===== config.mk =====
export PLATFORM = sky130hd
export DESIGN_NAME = serial_frame_receiver_crc8_unit
export DESIGN_NICKNAME = d
export VERILOG_FILES = /design/src/rtl/sfr_pkg.sv /design/src/rtl/serial_frame_receiver_crc8_unit.sv
export SDC_FILE = /design/constraint.sdc
export NUM_CORES = 1
export LEC_CHECK = 0
export BUFFER_PORTS_ARGS = -buffer_cell sky130_fd_sc_hd__buf_2
export CAP_MARGIN = 20
export CORE_MARGIN = 10
export CORE_UTILIZATION = 40
export CTS_BUF_LIST = sky130_fd_sc_hd__clkbuf_8
export CTS_CLUSTER_SIZE = 10
export DETAILED_ROUTE_END_ITERATION = 6
export GPL_TIMING_DRIVEN = 0
export PLACE_DENSITY = 0.6
export SKIP_CTS_REPAIR_TIMING = 1
export SLEW_MARGIN = 20
export SYNTH_ARGS = -nofsm -noshare
export SYNTH_HDL_FRONTEND = slang
export SYNTH_SLANG_ARGS = --single-unit

===== constraint.sdc =====
create_clock -name clock -period 7 [get_ports clock]
set_input_delay 1.05 -clock clock [delete_from_list [all_inputs] [get_ports clock]]
set_output_delay 1.05 -clock clock [all_outputs]
set_load 0.05 [all_outputs]

===== src/rtl/sfr_pkg.sv =====
// Shared types, constants and the CRC-8 byte update for the serial frame receiver.
// No dependencies.
package sfr_pkg;

   // Frame framing bytes, check polynomial and minimum frame length
   localparam logic [7:0] SYNC_FIRST  = 8'h55;
   localparam logic [7:0] SYNC_SECOND = 8'hAA;
   localparam logic [7:0] TAIL_FIRST  = 8'h0D;
   localparam logic [7:0] TAIL_SECOND = 8'h0A;
   localparam logic [7:0] CRC_POLY    = 8'h8C;
   localparam logic [7:0] MIN_LENGTH  = 8'd7;

   // Fixed frame positions before the payload
   localparam logic [7:0] POS_HUNT    = 8'd0;
   localparam logic [7:0] POS_SYNC2   = 8'd1;
   localparam logic [7:0] POS_LENGTH  = 8'd2;
   localparam logic [7:0] POS_CODE    = 8'd3;
   localparam logic [7:0] POS_PAYLOAD = 8'd4;

   // Result words and the kept payload head
   localparam int WORDS_OUT  = 3;
   localparam int HEAD_DEPTH = 2 * WORDS_OUT;

   typedef logic [WORDS_OUT-1:0][15:0] word_vec_type;

   typedef struct packed {
      logic [7:0]   message_code;
      logic [7:0]   frame_length;
      word_vec_type words;
   } result_type;

   // Reflected CRC-8 update of one byte, LSB first
   function automatic logic [7:0] crc_update(input logic [7:0] crc, input logic [7:0] data);
      logic [7:0] v;
      v = crc ^ data;
      for (int k = 0; k < 8; k++) begin
         if (v[0]) begin
            v = (v >> 1) ^ CRC_POLY;
         end else begin
            v = v >> 1;
         end
      end
      return v;
   endfunction

endpackage


===== src/rtl/serial_frame_receiver_crc8_unit.sv =====
// Serial frame receiver: hunts for frames, checks CRC-8 and tail, emits one result per good frame.
// Depends on sfr_pkg for constants, result type and the CRC byte update.
//
//  channel | direction | handshake           | payload
//  req     | in        | req_valid/req_stall | req_rx_byte
//  rsp     | out       | rsp_valid/rsp_stall | code, length, three signed words
//
// One byte is taken per cycle while req is not stalled; the CRC update and position compare finish in that cycle.
// The result of the final tail byte is registered into the result register, or the skid register if a result is held.
// A two-entry output (result register plus skid register) lets req continue while a
// result waits; req stalls only when both entries are full.
// Reset clears the frame position, the output valids and the running state.
module serial_frame_receiver_crc8_unit
   import sfr_pkg::*;
(
   input  logic               clock,
   input  logic               reset,
   input  logic               req_valid,
   output logic               req_stall,
   input  logic [7:0]         req_rx_byte,
   output logic               rsp_valid,
   input  logic               rsp_stall,
   output logic [7:0]         rsp_message_code,
   output logic [7:0]         rsp_frame_length,
   output logic signed [15:0] rsp_first_word,
   output logic signed [15:0] rsp_second_word,
   output logic signed [15:0] rsp_third_word
);

   logic [7:0] byte_position_ff, byte_position_in;
   logic [7:0] length_byte_ff, length_byte_in;
   logic [7:0] code_byte_ff, code_byte_in;
   logic [7:0] running_crc_ff, running_crc_in;
   logic [HEAD_DEPTH-1:0][7:0] payload_head_ff, payload_head_in;

   result_type result_ff, result_in;
   result_type skid_ff, skid_in;
   logic       result_valid_ff, result_valid_in;
   logic       skid_valid_ff, skid_valid_in;

   logic       accept;
   logic       new_valid;
   result_type new_result;
   logic [7:0] crc_next;
   logic [7:0] head_index;
   logic [7:0] len_minus3, len_minus2, len_minus1;
   logic       pop;

   assign accept    = req_valid && !req_stall;
   assign req_stall = skid_valid_ff;
   assign pop       = result_valid_ff && !rsp_stall;

   assign crc_next   = crc_update(running_crc_ff, req_rx_byte);
   assign head_index = byte_position_ff - POS_PAYLOAD;
   assign len_minus3 = length_byte_ff - 8'd3;
   assign len_minus2 = length_byte_ff - 8'd2;
   assign len_minus1 = length_byte_ff - 8'd1;

   // Advance the frame position and running state for each byte taken
   always_comb begin
      byte_position_in = byte_position_ff;
      length_byte_in   = length_byte_ff;
      code_byte_in     = code_byte_ff;
      running_crc_in   = running_crc_ff;
      payload_head_in  = payload_head_ff;
      new_valid        = 1'b0;
      if (accept) begin
         priority if (byte_position_ff == POS_HUNT) begin
            if (req_rx_byte == SYNC_FIRST) begin
               running_crc_in   = crc_update(8'd0, req_rx_byte);
               byte_position_in = POS_SYNC2;
            end
         end else if (byte_position_ff == POS_SYNC2) begin
            // a wrong second sync byte is not retried as a first one
            if (req_rx_byte == SYNC_SECOND) begin
               running_crc_in   = crc_next;
               byte_position_in = POS_LENGTH;
            end else begin
               byte_position_in = POS_HUNT;
            end
         end else if (byte_position_ff == POS_LENGTH) begin
            length_byte_in = req_rx_byte;
            if (req_rx_byte < MIN_LENGTH) begin
               byte_position_in = POS_HUNT;
            end else begin
               running_crc_in   = crc_next;
               byte_position_in = POS_CODE;
            end
         end else if (byte_position_ff == POS_CODE) begin
            code_byte_in     = req_rx_byte;
            running_crc_in   = crc_next;
            byte_position_in = POS_PAYLOAD;
         end else if (byte_position_ff < len_minus3) begin
            // payload: keep the head, fold every byte into the CRC
            for (int k = 0; k < HEAD_DEPTH; k++) begin
               if (head_index == 8'(k)) begin
                  payload_head_in[k] = req_rx_byte;
               end
            end
            running_crc_in   = crc_next;
            byte_position_in = byte_position_ff + 8'd1;
         end else if (byte_position_ff == len_minus3) begin
            byte_position_in = (req_rx_byte == running_crc_ff) ?
                               byte_position_ff + 8'd1 : POS_HUNT;
         end else if (byte_position_ff == len_minus2) begin
            byte_position_in = (req_rx_byte == TAIL_FIRST) ?
                               byte_position_ff + 8'd1 : POS_HUNT;
         end else begin
            new_valid        = (byte_position_ff == len_minus1) &&
                               (req_rx_byte == TAIL_SECOND);
            byte_position_in = POS_HUNT;
         end
      end
   end

   // Build the result; words past the payload read as zero
   always_comb begin
      new_result.message_code = code_byte_ff;
      new_result.frame_length = length_byte_ff;
      for (int i = 0; i < WORDS_OUT; i++) begin
         if (9'(2 * i + 9) <= {1'b0, length_byte_ff}) begin
            new_result.words[i] = {payload_head_ff[2*i+1], payload_head_ff[2*i]};
         end else begin
            new_result.words[i] = 16'd0;
         end
      end
   end

   // Output register with skid: drain skid first, park a new result if the output holds
   always_comb begin
      result_in       = result_ff;
      result_valid_in = result_valid_ff;
      skid_in         = skid_ff;
      skid_valid_in   = skid_valid_ff;
      if (!result_valid_ff || pop) begin
         if (skid_valid_ff) begin
            result_in       = skid_ff;
            result_valid_in = 1'b1;
            skid_valid_in   = 1'b0;
         end else begin
            result_in       = new_result;
            result_valid_in = new_valid;
         end
      end else if (new_valid) begin
         skid_in       = new_result;
         skid_valid_in = 1'b1;
      end
   end

   // Hold state and output registers
   always_ff @(posedge clock) begin
      if (reset) begin
         byte_position_ff <= POS_HUNT;
         length_byte_ff   <= 8'd0;
         code_byte_ff     <= 8'd0;
         running_crc_ff   <= 8'd0;
         payload_head_ff  <= '0;
         result_valid_ff  <= 1'b0;
         skid_valid_ff    <= 1'b0;
      end else begin
         byte_position_ff <= byte_position_in;
         length_byte_ff   <= length_byte_in;
         code_byte_ff     <= code_byte_in;
         running_crc_ff   <= running_crc_in;
         payload_head_ff  <= payload_head_in;
         result_valid_ff  <= result_valid_in;
         skid_valid_ff    <= skid_valid_in;
      end
      result_ff <= result_in;
      skid_ff   <= skid_in;
   end

   assign rsp_valid        = result_valid_ff;
   assign rsp_message_code = result_ff.message_code;
   assign rsp_frame_length = result_ff.frame_length;
   assign rsp_first_word   = result_ff.words[0];
   assign rsp_second_word  = result_ff.words[1];
   assign rsp_third_word   = result_ff.words[2];

   // The skid entry is only ever filled behind a held result
   assert property (@(posedge clock) disable iff (reset)
      skid_valid_ff |-> result_valid_ff)
      else $error("skid entry valid without a held result");

   // A fresh result follows a taken second tail byte
   assert property (@(posedge clock) disable iff (reset)
      $rose(result_valid_ff) |->
         $past(req_valid && !req_stall && req_rx_byte == TAIL_SECOND))
      else $error("result raised without a tail byte");

   // From the hunt the position only reaches the second sync slot
   assert property (@(posedge clock) disable iff (reset)
      (byte_position_ff == POS_HUNT) |=>
         (byte_position_ff == POS_HUNT || byte_position_ff == POS_SYNC2))
      else $error("position jumped out of the hunt");

endmodule

Word level (Yosys, flattened, before mapping)
Cells that the tools add are included.
{"block": "classes", "n_eq_ne": 19, "reduce_logical": 22, "addsub": 5, "order_cmp": 5, "bitwise_logic": 22, "n_mux": 70}
{"op": "$mux W8", "count": 55}
{"op": "$mux W64", "count": 1}
{"op": "$mux W16", "count": 3}
{"op": "$not A2 Y3", "count": 16}
{"op": "$reduce_and A7 Y1", "count": 6}
{"op": "$eq A8 B2 Y1 const B", "count": 4}
{"op": "$eq A8 B8 Y1", "count": 4}
{"op": "$le A4 B8 Y1 const A", "count": 3}
{"op": "$eq A8 B1 Y1 const B", "count": 2}
{"op": "$eq A8 B3 Y1 const B", "count": 2}
{"op": "$eq A8 B4 Y1 const B", "count": 2}
{"op": "$logic_not A8 Y1", "count": 2}
{"op": "$sub A8 B2 Y8 const B", "count": 2}
{"op": "$reduce_and A5 Y1", "count": 2}
{"op": "$mux W1", "count": 9}
{"op": "$add A8 B1 Y8 const B", "count": 1}
{"op": "$eq A8 B7 Y1 const B", "count": 1}
{"op": "$eq A8 B8 Y1 const B", "count": 1}
{"op": "$lt A8 B3 Y1 const B", "count": 1}
{"op": "$lt A8 B8 Y1", "count": 1}
{"op": "$sub A8 B1 Y8 const B", "count": 1}
{"op": "$sub A8 B3 Y8 const B", "count": 1}
{"op": "$xor A8 B8 Y8", "count": 1}
{"op": "$not A1 Y1", "count": 5}
{"op": "11 further kinds", "count": 17}
{"block": "totals", "regBits": 210, "input_bits": 12, "elab_cells": 165, "output_inout_bits": 66}

Longest topological paths before layout
Gate-level depths: netlist of the first run.
{"block": "logic_depth", "depth_word": 39, "ltp_mapped": 15, "ltp_nobuf": 13}

Worst setup path before layout of the first run
OpenSTA, ideal clock, no wires.
{"block": "synth_timing", "kind": "register -> register", "from": "register length_byte_ff[2]", "to": "register skid_ff[0] (netlist bit), enable pin", "setup_ns": 0.486, "period_less_slack_ns": 6.415, "path_slack_ns": 0.585, "path_buffers": 1, "required_ns": 6.514, "arrival_time_ns": 5.929, "path_stages_with_launch": 14, "path_cell_list": "dfxtp_1 buf_1 inv_1 ha_1 a21oi_1 nor3b_1 nand2_1 xor2_1 ha_1 nand4_1 a21oi_1 o22ai_1 or4_1 nor2_1"}
{"block": "synth_between", "elab_chain_len": 12, "elab_cells_between_ends": 17, "classes_between": "add/sub (3); order compare (1); eq/ne (3); mux (8); reduce/logical (2)"}
{"element": "from (decl)", "line": "serial_frame_receiver_crc8_unit.sv:31", "text": "logic [7:0] length_byte_ff, length_byte_in;"}
{"element": "from (signal assigned)", "line": "serial_frame_receiver_crc8_unit.sv:162", "text": "length_byte_ff <= length_byte_in;"}
{"element": "$sub A8 B1 Y8", "line": "serial_frame_receiver_crc8_unit.sv:57", "text": "assign len_minus1 = length_byte_ff - 8'd1;"}
{"element": "$eq A8 B8 Y1", "line": "serial_frame_receiver_crc8_unit.sv:109", "text": "new_valid = (byte_position_ff == len_minus1) &&"}
{"element": "$logic_and A1 B1 Y1", "line": "serial_frame_receiver_crc8_unit.sv:109"}
{"element": "$mux W1", "line": "serial_frame_receiver_crc8_unit.sv:105", "text": "end else if (byte_position_ff == len_minus2) begin"}
{"element": "$mux W1", "line": "serial_frame_receiver_crc8_unit.sv:102", "text": "end else if (byte_position_ff == len_minus3) begin"}
{"element": "$mux W1 (*)", "line": "serial_frame_receiver_crc8_unit.sv:93", "text": "end else if (byte_position_ff < len_minus3) begin"}
{"element": "$mux W1 (*)", "line": "serial_frame_receiver_crc8_unit.sv:89", "text": "end else if (byte_position_ff == POS_CODE) begin"}
{"element": "$mux W1 (*)", "line": "serial_frame_receiver_crc8_unit.sv:81", "text": "end else if (byte_position_ff == POS_LENGTH) begin"}
{"element": "$mux W1 (*)", "line": "serial_frame_receiver_crc8_unit.sv:73", "text": "end else if (byte_position_ff == POS_SYNC2) begin"}
{"element": "$mux W1 (*)", "line": "serial_frame_receiver_crc8_unit.sv:68", "text": "priority if (byte_position_ff == POS_HUNT) begin"}
{"element": "$mux W1 (*)", "line": "serial_frame_receiver_crc8_unit.sv:67", "text": "if (accept) begin"}
{"element": "$reduce_and A2 Y1 (no source line) (*)"}
{"element": "to (signal assigned)", "line": "serial_frame_receiver_crc8_unit.sv:170", "text": "skid_ff <= skid_in;"}
{"element": "to (decl)", "line": "serial_frame_receiver_crc8_unit.sv:37", "text": "result_type skid_ff, skid_in;"}
Mark *: on every way between the ends. The rest lies on a longest branch, timed or not.
A chain may end at the register's enable or synchronous reset.

Worst setup path in the final report of the first run
{"block": "layout_timing", "from": "register length_byte_ff[2]", "to": "register skid_ff[40] (netlist bit), enable pin"}
Same word-level chain as after synthesis.

==> flow_metrics.py, run 1 <==
metrics = {
    "run_status": {
        "outcome": "complete, no violations",
    },
    "synthesis": {
        "synth_top_area_share_pct": 39.8,
        "ys_warn_count": 0,
        "synth_common_cells": "edfxtp_1, dfxtp_1, a21oi_1",
        "syn_area_sq_mm": 0.00965,
        "syn_area_per_cell_sq_um": 11.4,
        "synth.distinct_cells": 57,
        "synth_edf_count": 128,
        "ys_ff_latch": 210,
        "async_reset_ff_share_pct": 0,
        "synth_most_common_cell": "edfxtp_1",
        "seq_area_frac_synth_pct": 56.9,
        "syn_nets": 874,
        "ys.flop_type": "edfxtp_1",
        "postSynthCellCount": 844,
        "synth.area.top_cells": "edfxtp_1, dfxtp_1, mux2_2",
        "synth_top_area_cell": "edfxtp_1",
    },
    "worst_setup_path": {
        "endpoint_kind": "flop",
        "reg2reg_to": "skid_ff[40]",
        "worstRegToRegCells": 14,
        "worst-setup-path-type": "reg2reg",
        "cp_max_fo": 27,
        "arrival_ns": 5.46,
        "cpLargestDelayFamily": "simple AND/OR/NAND/NOR gates",
        "rrSetupSlack_ns": 1.77,
        "crit_chain": "buf_1, inv_1, ha_1, a21oi_1, nor3b_1, nand2_1, xor2_1, ha_1, nand4_1, a21oi_1, o22ai_1, or4_1, nor2_4, buf_12",
        "cp-start-kind": "flop",
        "cp.depth": 14,
        "crit_path_start": "length_byte_ff[2]",
        "endpoint": "skid_ff[40]",
        "critPathMaxStageDelay_ns": 0.69,
        "r2r_start": "length_byte_ff[2]",
        "cp_num_buf_inv": 3,
        "crit_required_ns": 7.23,
        "slowest_stage": "a21oi_1",
    },
    "place": {
        "gp_congestion": 0.880,
        "dpl.hpwl_microns": 16000,
        "portBuffers": 75,
        "dp_slack_ns": 1.83,
    },
    "floorplanning": {
        "die_x_microns": 175,
        "ios": 78,
        "dieArea_sq_mm": 0.0307,
        "core_sq_mm": 0.0236,
        "die_height_microns": 175,
        "rows": 56,
        "start_util_pct": 40.9,
    },
    "clock_network": {
        "htree_levels": 2,
        "root_buffer": "clkbuf_8",
        "insertion_delay_ns": 0.54,
        "cts_buffer_depth": 3,
        "cts_sinks": 210,
        "clk_pin_slew_worst_paths_ns": 0.06,
        "cts_tree": "yes",
        "cts_buffers": 37,
    },
    "timing": {
        "setup_ws_ns": 1.77,
        "maxSlewHeadroom_pct": 39.4,
        "hold_viol_final": 0,
        "worst_pin_slew_ns": 0.908,
        "max_freq_ghz": 0.191,
        "timing.final.crit_share_pct": 74.7,
        "hold_slack_ns": 0.426,
        "fin_skew_ns": 0.0214,
        "finalCriticalPeriod_ns": 5.23,
        "finalMaxSlewViolations": 0,
        "rsz0062_at_grt": "false",
        "setup_violations": 0,
    },
    "global_route": {
        "busiest_layer": "met2",
        "met1_usage_pct": 19.1,
        "grt_max_degree": 53,
        "antenna_found_initial": 0,
        "use_met3_pct": 3.75,
        "use_met2_pct": 23.9,
        "grt_pass1_vias": 6734,
        "grt_pass1_wl_microns": 37100,
        "grt_overflow_total": 0,
        "gr-usage-all-layers_pct": 14.8,
    },
    "layout": {
        "area_growth_pct": 16.3,
        "fin_nets": 991,
        "drive_gt1_share_pct": 20.7,
        "final_util_pct": 47.5,
    },
    "route": {
        "drt_iter0_drc": 455,
        "ant_nets": 0,
        "avgViaCountPerCell": 5.22,
        "wirelength_microns": 22900,
        "first_pass_iters": 5,
        "wire_per_inst_microns": 17.5,
        "num_vias": 6840,
        "drcViolationCount": 0,
    },
    "power": {
        "fin_total_pwr_uw": 2440,
        "leakage_uw": 0.00449,
        "power_density_mw_per_mm2": 218,
        "ir_drop_mv": 0.142,
    },
    "flow_run": {
        "cap_violations": 0,
    },
    "worst_hold_path": {
        "hp-class": "reg2reg",
        "hp-start": "length_byte_ff[5]",
    },
}
## cell usage in the layout, fill, tap and decap left out, drive strengths merged, types with 29 or more instances in the layout
cell type	instances
dfxtp	82
clkbuf	93
buf	87
xnor2	32
edfxtp	128
o21ai	70
nor2	35
a21oi	70
nand2	29
and2	36
nand3	58
mux2	61
## cell type report
cell class | instances | area [sq um]
repair buffers | 78 | 443
clock inverters | 28 | 160
clock buffers | 40 | 551
flip-flops and latches | 210 | 5490
fillers | 2193 | 12400
inverters | 14 | 52.6
diodes | 1 | 2.50
plain buffers | 62 | 250
well taps | 319 | 399
multi-input cells | 558 | 3870
## cell families (layout without fill, tap and decap cells)
| kind of cell | after synthesis | in the layout | share of synthesized area [%] |
|---|---|---|---|
| AO/OA/AOI/OAI | 173 | 173 | 10.2 |
| XOR/XNOR | 59 | 59 | 5.64 |
| adder cells (fa/ha/maj) | 18 | 18 | 2.33 |
| buffers and inverters | 76 | 222 | 3.14 |
| flip-flops | 210 | 210 | 56.9 |
| multiplexers | 78 | 78 | 8.88 |
| other | 0 | 1 | 0 |
| AND/OR/NAND/NOR | 230 | 230 | 13.0 |
## worst register-to-register path, stage by stage (launching register included)
cell	delay, ns
dfxtp_1	0.47
buf_1	0.39
inv_1	0.21
ha_1	0.23
a21oi_1	0.20
nor3b_1	0.35
nand2_1	0.13
xor2_1	0.16
ha_1	0.31
nand4_1	0.22
a21oi_1	0.69
o22ai_1	0.27
or4_1	0.61
nor2_4	0.42
buf_12	0.26
## power by group
part	internal [uW]	switching [uW]
clock	573	508
sequential	1300	0.282
combinational	19.3	43.3
total	1890	551
## flip-flops by register name (all words and copies together), names as in the netlist
| register | count |
|---|---|
| req_stall | 1 |
| rsp_frame_length | 8 |
| rsp_first_word | 16 |
| rsp_message_code | 8 |
| rsp_second_word | 16 |
| rsp_third_word | 16 |
| length_byte_ff | 8 |
| code_byte_ff | 8 |
| running_crc_ff | 8 |
| payload_head_ff | 48 |
| byte_position_ff | 8 |
| rsp_valid | 1 |
| skid_ff | 64 |
## layer usage
| metal | vias up | part of all wire (%) |
|---|---|---|
| li1 | 3316 | - |
| met1 | 3281 | 45 |
| met2 | 210 | 46 |
| met3 | 33 | 6.4 |
| met4 | 0 | 2.0 |
| met5 | - | 0 |
## worst min-delay path by stage
stage | to | slack (ns) | cells after the start
finish | skid_ff[53] | 0.43 | 0
global route | skid_ff[53] | 0.45 | 0
CTS | skid_ff[53] | 0.43 | 0
detailed placement | skid_ff[53] | 0.41 | 0
global placement | skid_ff[53] | 0.41 | 0
floorplan | skid_ff[51] | 0.41 | 0
## stage by stage
| step | TNS (ns) | instance area [sq um] | instances |
|---|---|---|---|
| after floorplan | 0 | 9650 | 844 |
| after global placement | -116.23 | 10400 | 1238 |
| after detailed placement | 0 | 10500 | 1241 |
| after CTS | 0 | 11200 | 1309 |
| after global routing | 0 | 11200 | 1309 |
| final | 0 | 11200 | 1310 |
No activity file was read; power rests on OpenSTA's default activity.
==> inputs of run 2 (changes only) <==
- clock period: 7 -> 5.1 ns (I/O delays scaled with it)
==> run 2 against run 1 <==
  * Critical path depth is 1 lower
  * Clock skew fell by 0.0081 ns
  * Setup slack got worse by 1.2 ns
  * Flip-flop and latch count unchanged
  * Clock power grew 29%
  * Combinational power up 35%
  * Global-route usage hardly changed
  * Die area did not move
  * Design area is 0.29% higher
  * Sequential power grew 37%
  * Non-clock buffer count is 1 higher
==> flow_metrics.py, run 2 (synthesis gave the netlist of run 1 again) <==
metrics = {
    "run_status": {
        "outcome": "complete, no violations",
    },
    "worst_setup_path": {
        "reg2reg_to": "skid_ff[14]",
        "arrival_ns": 4.75,
        "worstRegToRegCells": 13,
        "endpoint_kind": "flop",
        "r2r_start": "length_byte_ff[4]",
        "rrSetupSlack_ns": 0.57,
        "slowest_stage": "or4_1",
        "critPathMaxStageDelay_ns": 0.60,
        "crit_top_cell": "buf_16",
        "cp_max_fo": 23,
        "crit_chain": "clkbuf_1, nor4_1, nand2b_1, xnor2_1, ha_1, nand4_1, a21oi_4, o22ai_2, or4_1, nor2_4, buf_16, buf_16, buf_16",
        "worst-setup-path-type": "reg2reg",
        "crit_path_start": "length_byte_ff[4]",
        "crit_required_ns": 5.32,
        "cp-start-kind": "flop",
    },
    "timing": {
        "finalCriticalPeriod_ns": 4.53,
        "hold_slack_ns": 0.435,
        "hold_viol_final": 0,
        "setup_violations": 0,
        "setup_ws_ns": 0.566,
        "worst_pin_slew_ns": 0.912,
        "max_freq_ghz": 0.221,
        "timing.final.crit_share_pct": 88.9,
        "finalMaxSlewViolations": 0,
        "fin_skew_ns": 0.0134,
        "maxSlewHeadroom_pct": 39.2,
        "rsz0062_at_grt": "false",
    },
    "floorplanning": {
        "rows": 56,
        "die_x_microns": 175,
        "core_sq_mm": 0.0236,
        "die_height_microns": 175,
        "dieArea_sq_mm": 0.0307,
        "ios": 78,
        "start_util_pct": 40.9,
    },
    "power": {
        "ir_drop_mv": 0.151,
        "leakage_uw": 0.00451,
        "power_density_mw_per_mm2": 289,
    },
    "clock_network": {
        "cts_sinks": 210,
        "root_buffer": "clkbuf_8",
        "cts_buffers": 35,
        "cts_tree": "yes",
        "clk_pin_slew_worst_paths_ns": 0.06,
        "htree_levels": 2,
        "insertion_delay_ns": 0.52,
        "cts_buffer_depth": 3,
    },
    "route": {
        "first_pass_iters": 5,
        "ant_nets": 0,
        "avgViaCountPerCell": 5.14,
        "num_vias": 6720,
        "wirelength_microns": 22800,
        "drt_iter0_drc": 510,
        "drcViolationCount": 0,
        "wire_per_inst_microns": 17.5,
    },
    "global_route": {
        "use_met3_pct": 3.86,
        "grt_overflow_total": 0,
        "gr-usage-all-layers_pct": 14.8,
        "antenna_found_initial": 2,
        "grt_pass1_vias": 6705,
        "grt_pass1_wl_microns": 36900,
        "grt_max_degree": 54,
        "use_met2_pct": 23.7,
        "busiest_layer": "met2",
        "met1_usage_pct": 19.4,
    },
    "worst_hold_path": {
        "min_to": "skid_ff[52]",
        "hold_depth": 0,
        "hp-class": "reg2reg",
        "hp-start": "length_byte_ff[4]",
    },
    "place": {
        "dp_slack_ns": 0.613,
        "gp_congestion": 0.898,
        "portBuffers": 75,
        "dpl.hpwl_microns": 16000,
    },
    "layout": {
        "mostFrequentLayoutCells": "edfxtp_1, dfxtp_1, buf_2",
        "top_regs": "skid_ff: 64 flops, payload_head_ff: 48 flops",
        "drive_gt1_share_pct": 21.0,
        "fin_nets": 990,
        "fillers": 2198,
        "layout_commonest_cell": "edfxtp_1",
        "area_growth_pct": 16.6,
        "top_register": "skid_ff",
        "largest_register_ffs": 64,
    },
    "flow_run": {
        "cap_violations": 0,
    },
}
run 2: cell types whose count changed in the layout (fill, tap and decap cells not counted), moves of 2 or more:
cell and change:
inv_1 +3, clkinv_2 -2, buf_12 -2, a21oi_1 -2, clkbuf_8 -3, buf_16 +3
run 2: layout make-up:
| class | instances | area [sq um] | share of cell area, % |
|---|---|---|---|
| well taps | 319 | 399 | 3.55 |
| inverters | 14 | 55.1 | 0.489 |
| clock buffers | 37 | 509 | 4.53 |
| clock inverters | 27 | 141 | 1.26 |
| diodes | 1 | 2.50 | 0.0222 |
| flip-flops and latches | 210 | 5490 | 48.8 |
| plain buffers | 62 | 258 | 2.29 |
| repair buffers | 79 | 485 | 4.31 |
| multi-input cells | 558 | 3910 | 34.8 |
run 2: per-layer routing:
| metal | vias to the layer above | wire [microns] | part of all wire [%] |
|---|---|---|---|
| met4 | 0 | 376 | 1.6 |
| met2 | 186 | 10500 | 46 |
| met3 | 23 | 1530 | 6.7 |
| met5 | - | 0 | 0 |
| met1 | 3191 | 10500 | 46 |
| li1 | 3320 | - | - |
run 2: power by group:
group | switching, uW | internal (uW)
logic | 58.3 | 26.5
registers | 0.403 | 1780
clock network | 664 | 727
run 2: worst max-delay path: cells and delay by family (launching register included):
| kind | cells | cell delay, ns |
|---|---|---|
| AO/OA/AOI/OAI | 2 | 0.52 |
| XOR/XNOR | 1 | 0.16 |
| adder cells (fa/ha/maj) | 1 | 0.31 |
| AND/OR/NAND/NOR | 5 | 2.11 |
| buffers and inverters | 4 | 0.81 |
| flip-flops | 1 | 0.31 |
run 2: metrics by stage:
step / instance area, sq um / total power, uW / util [%] / instances / TNS, ns
2_1_floorplan: 9700 / 1870 / - / 844 / -42.69
3_3_place_gp: 10500 / 1900 / 44.4 / 1238 / -169.30
3_5_place_dp: 10600 / 1900 / 44.9 / 1242 / 0
4_1_cts: 11200 / 3290 / 47.6 / 1306 / 0
5_1_grt: 11200 / 3380 / 47.6 / 1306 / 0
6_report: 11300 / 3260 / 47.6 / 1307 / 0
run 2: how the worst max path moves through the flow:
| stage | end | cells past startpoint |
|---|---|---|
| after floorplan | skid_ff[0] | 13 |
| after global placement | skid_ff[34] | 3 |
| after detailed placement | skid_ff[5] | 13 |
| after CTS | skid_ff[5] | 13 |
| after global routing | skid_ff[5] | 13 |
| final | skid_ff[14] | 13 |
